`config.mk`:
```
export PLATFORM = sky130hd
export DESIGN_NAME = ladder_keypad_byte_editor
export DESIGN_NICKNAME = d
export VERILOG_FILES = /design/src/lkbe_pkg.sv /design/src/lkbe_front.sv /design/src/lkbe_queue.sv /design/src/lkbe_serial.sv /design/src/ladder_keypad_byte_editor.sv
export SDC_FILE = /design/constraint.sdc
export NUM_CORES = 1
export LEC_CHECK = 0
export BUFFER_PORTS_ARGS = -buffer_cell sky130_fd_sc_hd__buf_2
export CAP_MARGIN = 20
export CORE_MARGIN = 2
export CORE_UTILIZATION = 55
export CTS_BUF_LIST = sky130_fd_sc_hd__clkbuf_8 sky130_fd_sc_hd__clkbuf_16
export CTS_CLUSTER_DIAMETER = 100
export DETAILED_ROUTE_END_ITERATION = 8
export PLACE_DENSITY = 0.81
export SLEW_MARGIN = 40
export SYNTH_ARGS = -nofsm -noshare
export SYNTH_HDL_FRONTEND = slang
export SYNTH_SLANG_ARGS = --single-unit
export TNS_END_PERCENT = 1
```
`constraint.sdc`:
```
create_clock -name clk -period 3.6 [get_ports clk]
set_input_delay 1.08 -clock clk [delete_from_list [all_inputs] [get_ports clk]]
set_output_delay 1.08 -clock clk [all_outputs]
set_load 0.02 [all_outputs]
```
`src/lkbe_pkg.sv`:
```
// Shared types, constants and the segment table for the ladder keypad byte editor.
package lkbe_pkg;

	localparam int SampleW    = 8;
	localparam int ValueW     = 8;
	localparam int NumLevels  = 6;
	localparam int CfgIndexW  = 3;
	localparam int FrameBits  = 16;
	localparam int BitIdxW    = 4;
	localparam int QueueDepth = 2;

	localparam logic [SampleW-1:0] LevelReset [NumLevels] = '{
		8'h30, 8'h60, 8'h80, 8'hB0, 8'hD0, 8'hF0
	};

	localparam logic [ValueW-1:0] StepHigh = 8'h10;
	localparam logic [ValueW-1:0] StepLow  = 8'h01;
	localparam logic [ValueW-1:0] ValueMax = 8'hFF;

	typedef struct packed {
		logic              valid;
		logic [ValueW-1:0] value;
	} q_wr_t;

	typedef struct packed {
		logic              valid;
		logic [ValueW-1:0] value;
	} q_rd_t;

	function automatic logic [7:0] seg_code(input logic [3:0] digit);
		logic [7:0] code;
		case (digit)
			4'h0: code = 8'hFC;
			4'h1: code = 8'h60;
			4'h2: code = 8'hDA;
			4'h3: code = 8'hF2;
			4'h4: code = 8'h66;
			4'h5: code = 8'hB6;
			4'h6: code = 8'hBE;
			4'h7: code = 8'hE0;
			4'h8: code = 8'hFE;
			4'h9: code = 8'hE6;
			4'hA: code = 8'hEE;
			4'hB: code = 8'h3E;
			4'hC: code = 8'h9C;
			4'hD: code = 8'h7A;
			4'hE: code = 8'h9E;
			4'hF: code = 8'h8E;
			default: code = 8'hFC;
		endcase
		return code;
	endfunction

endpackage

```
`src/lkbe_front.sv`:
```
// Front end: threshold registers, key decode, press arming and byte update.
module lkbe_front (
	input  logic                                clk,
	input  logic                                arst_n,
	input  logic                                push,
	input  logic [lkbe_pkg::SampleW-1:0]        sample,
	output logic                                full,
	input  logic                                cfg_valid,
	output logic                                cfg_ready,
	input  logic [lkbe_pkg::CfgIndexW-1:0]      cfg_index,
	input  logic [lkbe_pkg::SampleW-1:0]        cfg_data,
	input  logic                                q_full,
	output lkbe_pkg::q_wr_t                     q_wr
);

	typedef enum logic [2:0] {
		KEY_NONE,
		KEY_UP_HIGH,
		KEY_DOWN_HIGH,
		KEY_UP_LOW,
		KEY_DOWN_LOW,
		KEY_DISARM,
		KEY_CLEAR
	} key_t;

	logic [lkbe_pkg::SampleW-1:0] levels_q [lkbe_pkg::NumLevels];
	logic [lkbe_pkg::ValueW-1:0]  value_q;
	logic                         armed_q;
	key_t                         key;
	logic [lkbe_pkg::ValueW-1:0]  next_value;
	logic [lkbe_pkg::ValueW-1:0]  new_value;
	logic [lkbe_pkg::ValueW:0]    sum_high;
	logic [lkbe_pkg::ValueW:0]    sum_low;
	logic                         accept;
	logic                         acts;

	assign full      = q_full;
	assign cfg_ready = 1'b1;
	assign accept    = push && !q_full;

	always_comb begin
		key = KEY_NONE;
		for (int k = lkbe_pkg::NumLevels - 1; k >= 0; k--) begin
			if (sample < levels_q[k]) begin
				key = key_t'(3'(k + 1));
			end
		end
	end

	assign sum_high = {1'b0, value_q} + {1'b0, lkbe_pkg::StepHigh};
	assign sum_low  = {1'b0, value_q} + {1'b0, lkbe_pkg::StepLow};

	always_comb begin
		case (key)
			KEY_UP_HIGH: begin
				next_value = sum_high[lkbe_pkg::ValueW] ? lkbe_pkg::ValueMax
					: sum_high[lkbe_pkg::ValueW-1:0];
			end
			KEY_DOWN_HIGH: begin
				next_value = (value_q > lkbe_pkg::StepHigh) ? value_q - lkbe_pkg::StepHigh
					: '0;
			end
			KEY_UP_LOW: begin
				next_value = sum_low[lkbe_pkg::ValueW] ? lkbe_pkg::ValueMax
					: sum_low[lkbe_pkg::ValueW-1:0];
			end
			KEY_DOWN_LOW: begin
				next_value = (value_q > lkbe_pkg::StepLow) ? value_q - lkbe_pkg::StepLow
					: '0;
			end
			KEY_CLEAR: begin
				next_value = '0;
			end
			default: begin
				next_value = value_q;
			end
		endcase
	end

	assign acts      = armed_q && (key != KEY_NONE);
	assign new_value = acts ? next_value : value_q;

	assign q_wr.valid = accept;
	assign q_wr.value = new_value;

	always_ff @(posedge clk or negedge arst_n) begin
		if (!arst_n) begin
			value_q <= '0;
			armed_q <= 1'b0;
			for (int k = 0; k < lkbe_pkg::NumLevels; k++) begin
				levels_q[k] <= lkbe_pkg::LevelReset[k];
			end
		end else begin
			if (cfg_valid && cfg_ready && (cfg_index < lkbe_pkg::CfgIndexW'(lkbe_pkg::NumLevels))) begin
				levels_q[cfg_index] <= cfg_data;
			end
			if (accept) begin
				if (key == KEY_NONE) begin
					armed_q <= 1'b1;
				end else if (armed_q) begin
					armed_q <= 1'b0;
					value_q <= next_value;
				end
			end
		end
	end

endmodule

```
`src/lkbe_queue.sv`:
```
// Short queue of updated byte values between the front end and the serialiser.
module lkbe_queue #(
	parameter int DEPTH = lkbe_pkg::QueueDepth
) (
	input  logic            clk,
	input  logic            arst_n,
	input  lkbe_pkg::q_wr_t wr,
	output logic            q_full,
	output lkbe_pkg::q_rd_t rd,
	input  logic            take
);

	localparam int IW = (DEPTH > 1) ? $clog2(DEPTH) : 1;
	localparam int CW = $clog2(DEPTH + 1);

	logic [lkbe_pkg::ValueW-1:0] mem_q [DEPTH];
	logic [IW-1:0]               wr_ptr_q;
	logic [IW-1:0]               rd_ptr_q;
	logic [CW-1:0]               count_q;
	logic                        do_wr;
	logic                        do_rd;

	assign q_full   = (count_q == CW'(DEPTH));
	assign rd.valid = (count_q != '0);
	assign rd.value = mem_q[rd_ptr_q];
	assign do_wr    = wr.valid && !q_full;
	assign do_rd    = take && rd.valid;

	always_ff @(posedge clk) begin
		if (do_wr) begin
			mem_q[wr_ptr_q] <= wr.value;
		end
	end

	always_ff @(posedge clk or negedge arst_n) begin
		if (!arst_n) begin
			wr_ptr_q <= '0;
			rd_ptr_q <= '0;
			count_q  <= '0;
		end else begin
			if (do_wr) begin
				wr_ptr_q <= (wr_ptr_q == IW'(DEPTH - 1)) ? '0 : wr_ptr_q + 1'b1;
			end
			if (do_rd) begin
				rd_ptr_q <= (rd_ptr_q == IW'(DEPTH - 1)) ? '0 : rd_ptr_q + 1'b1;
			end
			if (do_wr && !do_rd) begin
				count_q <= count_q + 1'b1;
			end else if (do_rd && !do_wr) begin
				count_q <= count_q - 1'b1;
			end
		end
	end

endmodule

```
`src/lkbe_serial.sv`:
```
// Back end: sixteen-bit display frame serialiser with registered output.
module lkbe_serial (
	input  logic                          clk,
	input  logic                          arst_n,
	input  lkbe_pkg::q_rd_t               rd,
	output logic                          take,
	output logic                          empty,
	input  logic                          pop,
	output logic                          data_level,
	output logic                          frame_end,
	output logic [lkbe_pkg::ValueW-1:0]   shown_value
);

	localparam logic [lkbe_pkg::BitIdxW-1:0] LastBit = lkbe_pkg::BitIdxW'(lkbe_pkg::FrameBits - 1);

	logic                          busy_q;
	logic [lkbe_pkg::BitIdxW-1:0]  bit_q;
	logic [lkbe_pkg::ValueW-1:0]   value_q;
	logic [lkbe_pkg::FrameBits-1:0] frame;
	logic                          out_fire;
	logic                          last;

	assign frame = {lkbe_pkg::seg_code(value_q[7:4]), lkbe_pkg::seg_code(value_q[3:0])};

	assign empty       = !busy_q;
	assign data_level  = ~frame[bit_q];
	assign frame_end   = (bit_q == LastBit);
	assign shown_value = value_q;

	assign out_fire = pop && busy_q;
	assign last     = out_fire && (bit_q == LastBit);
	assign take     = rd.valid && (!busy_q || last);

	always_ff @(posedge clk or negedge arst_n) begin
		if (!arst_n) begin
			busy_q  <= 1'b0;
			bit_q   <= '0;
			value_q <= '0;
		end else begin
			if (take) begin
				busy_q  <= 1'b1;
				bit_q   <= '0;
				value_q <= rd.value;
			end else if (last) begin
				busy_q <= 1'b0;
				bit_q  <= '0;
			end else if (out_fire) begin
				bit_q <= bit_q + 1'b1;
			end
		end
	end

endmodule

```
`src/ladder_keypad_byte_editor.sv`:
```
// Top level of the ladder keypad byte editor.
// Each sample pushed in is decoded against six threshold registers, may edit the stored
// byte, and yields sixteen result items, the display frame bit by bit with the frame
// end flag on the last one. Results leave at one item per cycle while pop is high, and
// the serialiser takes the next sample only once the last item of its frame is popped.
// A sample is taken whenever the QUEUE_DEPTH-entry queue in front of the serialiser has
// room; if the serialiser is free, the sample is written into the queue and then loaded
// into the serialiser's registers, which put its first result on the outputs.
module ladder_keypad_byte_editor #(
	parameter int QUEUE_DEPTH = lkbe_pkg::QueueDepth
) (
	input  logic                              clk,
	input  logic                              arst_n,
	input  logic                              push,
	output logic                              full,
	input  logic [lkbe_pkg::SampleW-1:0]      sample,
	output logic                              empty,
	input  logic                              pop,
	output logic                              data_level,
	output logic                              frame_end,
	output logic [lkbe_pkg::ValueW-1:0]       shown_value,
	input  logic                              cfg_valid,
	output logic                              cfg_ready,
	input  logic [lkbe_pkg::CfgIndexW-1:0]    cfg_index,
	input  logic [lkbe_pkg::SampleW-1:0]      cfg_data
);

	lkbe_pkg::q_wr_t q_wr;
	lkbe_pkg::q_rd_t q_rd;
	logic            q_full;
	logic            take;

	lkbe_front u_front (
		.clk       (clk),
		.arst_n    (arst_n),
		.push      (push),
		.sample    (sample),
		.full      (full),
		.cfg_valid (cfg_valid),
		.cfg_ready (cfg_ready),
		.cfg_index (cfg_index),
		.cfg_data  (cfg_data),
		.q_full    (q_full),
		.q_wr      (q_wr)
	);

	lkbe_queue #(
		.DEPTH (QUEUE_DEPTH)
	) u_queue (
		.clk    (clk),
		.arst_n (arst_n),
		.wr     (q_wr),
		.q_full (q_full),
		.rd     (q_rd),
		.take   (take)
	);

	lkbe_serial u_serial (
		.clk         (clk),
		.arst_n      (arst_n),
		.rd          (q_rd),
		.take        (take),
		.empty       (empty),
		.pop         (pop),
		.data_level  (data_level),
		.frame_end   (frame_end),
		.shown_value (shown_value)
	);

endmodule

```
==> flow_metrics.py, run 1 <==
metrics = {
    "global_route": {
        "grt.total_usage": 0.255,
        "grt_pass1_wl_um": 23100,
        "overflow": 0,
        "antenna_found_initial": 0,
        "grt_max_degree": 75,
        "grt_pass1_vias": 4764,
    },
    "synthesis": {
        "synth-seq-cells": 90,
        "synth_top_cell_area_share": 0.247,
        "synth-main-ff-cell": "dfrtp_1",
        "netlist_area_um2": 5990,
        "ys_types": 74,
        "async_flop_share": 0.822,
        "synthCells": 637,
        "synth_edf_count": 16,
        "ys_warn_count": 0,
        "synth.avg_cell_area_um2": 9.40,
        "syn_nets": 722,
        "synthTopCellsByArea": "dfrtp_1 (25%), ha_1 (13%), edfxtp_1 (8.0%), dfstp_2 (6.6%), mux2_2 (4.3%)",
        "yosysSeqAreaShare": 0.393,
        "synth_top_area_cell": "dfrtp_1",
    },
    "die": {
        "initial_core_util": 0.557,
        "die-height_um": 108,
        "top_level_ports": 37,
        "core_area_um2": 10700,
        "die_w_um": 108,
        "fp-row-count": 38,
        "dieArea_um2": 11700,
    },
    "timing": {
        "period_minus_slack_ns": 3.49,
        "max_slew_margin": 0.540,
        "max_freq_mhz": 286,
        "rsz0062_at_grt": "false",
        "fin_ws_ns": 0.109,
        "fin_tns_setup_ns": 0,
        "setup_viol": 0,
        "maxSlewViolCount": 0,
        "finalCritPeriodShare": 0.970,
        "tightest_slew_ns": 0.688,
        "clock_skew_ns": 0.0144,
        "hold_viol": 0,
    },
    "flow_run": {
        "cap_violations": 0,
    },
    "final_layout": {
        "syn_to_final_growth_pct": 9.97,
        "multi_input_area_um2": 3310,
        "regArea_um2": 2360,
        "diodes": 0,
        "mostFrequentLayoutCell": "inv_1",
        "fillers": 904,
        "drive_gt1_frac": 0.198,
        "layout_common_cells": "inv_1 (65), nand2_1 (62), ha_1 (58)",
        "nets": 758,
    },
    "hold_path": {
        "min_path_cells": 1,
        "hold_end": "u_queue.wr_ptr_q",
        "hp-class": "register to register",
        "worstHoldStart": "u_queue.wr_ptr_q",
    },
    "pwr": {
        "power.density_nw_per_um2": 624,
        "power_leakage_nw": 2.97,
        "peakVddDrop_v": 0.000458,
    },
    "placement": {
        "port_buffers": 35,
        "routabilityCongestion": 0.893,
        "place_hpwl_um": 10700,
        "preCtsSetupSlack_ns": 0.0540,
    },
    "routing": {
        "routed_via_density": 6.04,
        "post_drt_wl_per_cell_um": 17.7,
        "wirelength_um": 14500,
        "num_vias": 4939,
        "ant_nets": 0,
        "first_iter_violations": 481,
        "drtPass1Iterations": 5,
        "drc": 0,
    },
    "setup_path": {
        "path_class": "register to output pin",
        "path_max_fanout": 3,
        "critPathRequiredTime_ns": 2.52,
        "worst_r2r_endpoint": "u_queue.mem_q[0][1]",
        "reg2reg_from": "u_front.levels_q[21]",
        "cp.arrival_ns": 2.41,
        "critPathLaunchType": "register",
        "r2r_slack_ns": 0.76,
        "end_kind": "output pin",
        "worstRegToRegCells": 9,
    },
    "clock_network": {
        "cts_inserted_buffers": 9,
        "htree_levels": 3,
        "insertion_delay_ns": 0.37,
        "cts.clk_slew.worst_paths_ns": 0.09,
        "clockBufferDepth": 2,
        "clkSinkCount": 90,
        "cts_tree": "yes",
        "root_buffer": "clkbuf_8",
    },
    "run_status": {
        "status": "complete, no violations",
    },
}
[what timing repair did]
| action | in CTS | in global routing |
|---|---|---|
| hold buffers | 0 | 0 |
| setup endpoints to repair | 1 | 1 |
| endpoints found under the hold margin | 0 | 0 |
| resized for setup | 5 | 11 |
| pin swaps | 0 | 1 |
| setup buffers | 4 | 2 |
| gates cloned | 0 | 0 |
[sequential cells by signal, summed over array words and instances (netlist names)]
name,flops
u_front.levels_q,48
u_queue.mem_q,16
u_front.value_q,8
u_serial.shown_value,8
u_serial.bit_q,4
u_queue.count_q,2
u_front.armed_q,1
u_queue.rd_ptr_q,1
u_queue.wr_ptr_q,1
u_serial.busy_q,1
[worst max-delay path, stage by stage (launching register included)]
cell	delay [ns]
dfrtp_2	0.38
inv_2	0.07
ha_4	0.27
o21ai_0	0.09
a21oi_1	0.18
a31oi_1	0.06
mux2_2	0.27
mux4_2	0.46
a21oi_2	0.13
buf_4	0.14
[per-layer routing]
layer / track usage / share of wire / up-vias
li1: - / - / 2356
met1: 0.335 / 0.44 / 2384
met2: 0.422 / 0.48 / 170
met3: 0.0470 / 0.060 / 29
met4: 0.0897 / 0.022 / 0
met5: 0 / 0 / -
[worst max path at each step]
stage                                  startpoint                  end  slack [ns]
after global placement                  sample[7]  u_queue.mem_q[1][6]        0.11
after floorplan           u_serial.shown_value[0]           data_level        0.22
after global routing      u_serial.shown_value[1]           data_level       0.009
after CTS                 u_serial.shown_value[4]           data_level       0.006
after detailed placement                sample[2]  u_queue.mem_q[0][6]        0.05
final                     u_serial.shown_value[1]           data_level        0.11
[power by group]
group / total, mW / internal (mW) / switching [mW]
combinational: 1.84 / 0.790 / 1.05
sequential: 1.60 / 1.33 / 0.274
clock: 0.666 / 0.292 / 0.374
[cells by family (layout without fill, tap and decap cells)]
logic type | Yosys count | count (layout) | share of synthesized area
DFF | 90 | 90 | 0.393
and+or+nand+nor | 173 | 173 | 0.141
buffers and inverters | 93 | 134 | 0.0625
other | 1 | 1 | 0.000626
muxes | 35 | 35 | 0.0654
xor gates and xnor gates | 8 | 8 | 0.0117
AOI/OAI and AO/OA | 176 | 176 | 0.198
adders and majority gates | 61 | 61 | 0.128
[synthesized netlist by cell type (12+ instances only)]
cell       n
nand2b_1  16
edfxtp_1  16
nor2_1    37
o21ai_0   46
nand3_1   14
mux2_2    23
dfstp_2   15
inv_1     66
clkbuf_1  19
a21oi_1   38
ha_1      61
nand2_1   62
nor3_1    12
dfrtp_1   59
[metrics by stage]
step	instances	util	instance area [um^2]	hold slack, ns	total power [mW]
final	818	0.613	6580	0.512	4.11
after global routing	818	0.613	6580	0.536	4.38
after CTS	816	0.607	6520	0.505	4.01
after detailed placement	796	0.586	6290	0.493	3.30
after global placement	796	0.585	6290	0.482	3.20
after floorplan	637	-	5990	0.461	2.83
[cell type report]
class                      count  area share
timing repair buffer          51      0.0462
sequential                    90       0.358
tap                          140      0.0266
clock inverter                 6     0.00589
inverter                      67      0.0382
clock buffer                  10      0.0226
multi-input combinational    454       0.502
(Power assumes the default switching activity.)
==> run 2, diff against run 1 <==
--- a/config.mk
+++ b/config.mk
@@ -7,12 +7,11 @@
 export LEC_CHECK = 0
 export BUFFER_PORTS_ARGS = -buffer_cell sky130_fd_sc_hd__buf_2
 export CAP_MARGIN = 20
-export CORE_MARGIN = 2
+export CORE_MARGIN = 1
 export CORE_UTILIZATION = 55
 export CTS_BUF_LIST = sky130_fd_sc_hd__clkbuf_8 sky130_fd_sc_hd__clkbuf_16
-export CTS_CLUSTER_DIAMETER = 100
 export DETAILED_ROUTE_END_ITERATION = 8
-export PLACE_DENSITY = 0.81
+export PLACE_DENSITY = 0.73
 export SLEW_MARGIN = 40
 export SYNTH_ARGS = -nofsm -noshare
 export SYNTH_HDL_FRONTEND = slang
==> run 2 against run 1 <==
  * Register-to-register slack got worse by 0.04 ns
  * Combinational power about the same
  * Hold slack got worse by 0.0023 ns
  * Clock power decreased by 11%
  * Maximum frequency decreased by 0.57%
  * First-iteration DRC count decreased by 1.2%
  * Clock-buffer cell count decreased by 1
  * Wire length decreased by 3.1%
  * Sequential share of layout area decreased by 0.21 points
  * Non-clock buffer count increased by 8
  * Design area increased by 0.49%
  * Via count decreased by 1.3%
  * Critical path type unchanged
==> flow_metrics.py, run 2 (synthesized netlist as in run 1, its figures left out) <==
metrics = {
    "pwr": {
        "peakVddDrop_v": 0.000390,
        "power.density_nw_per_um2": 610,
        "power_leakage_nw": 3.01,
    },
    "final_layout": {
        "mostFrequentLayoutCell": "inv_1",
        "fillers": 874,
        "layout_common_cells": "inv_1 (67), nand2_1 (62), ha_1 (57)",
        "largest_reg_flops": 48,
        "diodes": 0,
        "layout.cells.non_filler": 822,
        "biggestRegsByFlops": "u_front.levels_q (48), u_queue.mem_q (16)",
        "syn_to_final_growth_pct": 10.5,
        "nets": 766,
        "top_register": "u_front.levels_q",
        "drive_gt1_frac": 0.201,
        "fin_area_um2": 6620,
    },
    "clock_network": {
        "cts.clk_slew.worst_paths_ns": 0.08,
        "htree_levels": 3,
        "cts_tree": "yes",
        "insertion_delay_ns": 0.37,
        "clockBufferDepth": 2,
        "cts_inserted_buffers": 9,
        "root_buffer": "clkbuf_8",
        "clkSinkCount": 90,
    },
    "setup_path": {
        "max_stage_delay_ns": 0.48,
        "path_max_fanout": 6,
        "critPathLaunchType": "register",
        "end_kind": "output pin",
        "critPathRequiredTime_ns": 2.52,
        "crit_buf_inv": 1,
        "path_class": "register to output pin",
        "cp_slowest_cell": "mux4_2",
        "cp.arrival_ns": 2.43,
        "crit_chain": "ha_4 > nand2b_1 > or2_2 > a21oi_1 > a21oi_1 > mux4_2 > a21oi_1 > buf_4",
        "crit_top_cell": "a21oi_1",
        "crit_family": "multiplexers",
    },
    "global_route": {
        "overflow": 0,
        "grt_pass1_vias": 4679,
        "antenna_found_initial": 0,
        "grt_max_degree": 75,
        "grt.total_usage": 0.260,
        "grt_pass1_wl_um": 23000,
    },
    "die": {
        "core_area_um2": 10400,
        "top_level_ports": 37,
        "initial_core_util": 0.575,
        "fp-row-count": 37,
        "die_w_um": 106,
        "die-height_um": 106,
        "dieArea_um2": 11300,
    },
    "timing": {
        "tightest_slew_ns": 0.683,
        "fin_tns_setup_ns": 0,
        "period_minus_slack_ns": 3.51,
        "finalCritPeriodShare": 0.975,
        "setup_viol": 0,
        "whs_ns": 0.509,
        "clock_skew_ns": 0.0170,
        "max_slew_margin": 0.544,
        "hold_viol": 0,
        "max_freq_mhz": 285,
        "maxSlewViolCount": 0,
        "rsz0062_at_grt": "false",
    },
    "routing": {
        "drc": 0,
        "first_iter_violations": 475,
        "routed_via_density": 5.93,
        "num_vias": 4875,
        "post_drt_wl_per_cell_um": 17.0,
        "drtPass1Iterations": 5,
        "ant_nets": 0,
        "wirelength_um": 14000,
    },
    "placement": {
        "port_buffers": 35,
        "place_inst": 802,
        "place_hpwl_um": 10500,
        "routabilityCongestion": 0.904,
        "dpl_cell_area_um2": 6360,
    },
    "hold_path": {
        "hp-class": "register to register",
    },
    "run_status": {
        "status": "complete, no violations",
    },
    "flow_run": {
        "cap_violations": 0,
    },
}
[run 2: per-layer routing]
| metal | wire length [um] | GRT usage | share of wire |
|---|---|---|---|
| met4 | 265 | 0.110 | 0.019 |
| met5 | 0 | 0 | 0 |
| met1 | 6600 | 0.360 | 0.47 |
| met2 | 6400 | 0.407 | 0.46 |
| met3 | 737 | 0.0368 | 0.053 |
[run 2: path summary, 6_finish.rpt]
kind,slack [ns],start,endpoint,cells past startpoint
max in group asynchronous,2.36,arst_n,u_serial.shown_value[4],1
min in group asynchronous,0.72,arst_n,u_front.levels_q[10],1
hold reg to reg,0.51,u_front.levels_q[15],u_front.levels_q[15],2
setup reg to reg,0.72,u_front.levels_q[37],u_queue.mem_q[1][6],9
setup / recovery,0.09,u_serial.shown_value[4],data_level,8
hold / removal,0.51,u_front.levels_q[15],u_front.levels_q[15],2
[run 2: cell type report]
type | instances | area (um^2) | area share
multi-input combinational | 454 | 3320 | 0.502
sequential | 90 | 2360 | 0.356
timing repair buffer | 59 | 364 | 0.0550
inverter | 67 | 251 | 0.0380
tap | 136 | 170 | 0.0257
clock buffer | 9 | 124 | 0.0187
clock inverter | 7 | 31.3 | 0.00473
[run 2: per-stage QoR]
stage | util | setup slack [ns] | total power, mW
2_1_floorplan | - | 0.221 | 2.83
3_3_place_gp | 0.611 | 0.0461 | 3.24
3_5_place_dp | 0.611 | 0.0271 | 3.31
4_1_cts | 0.628 | 0.0382 | 3.92
5_1_grt | 0.635 | 0.00372 | 4.33
6_report | 0.635 | 0.0887 | 4.03
[run 2: worst reg2reg max path, cell delays in order (launching register included)]
cell and delay, ns:
dfstp_2 0.53, inv_1 0.05, ha_1 0.29, nand2_1 0.06
or3_4 0.37, o221ai_4 0.32, nand4_2 0.26, or2_1 0.31
o221a_1 0.28, a211oi_2 0.24
[run 2: repair_timing]
action | in CTS | in global routing
buffers inserted | 2 | 2
setup endpoints to repair | 1 | 1
hold buffers | 0 | 0
resized for setup | 4 | 11
[run 2: power breakdown]
part,internal (mW),switching [mW]
Clock,0.239,0.352
Sequential,1.32,0.269
Combinational,0.814,1.04
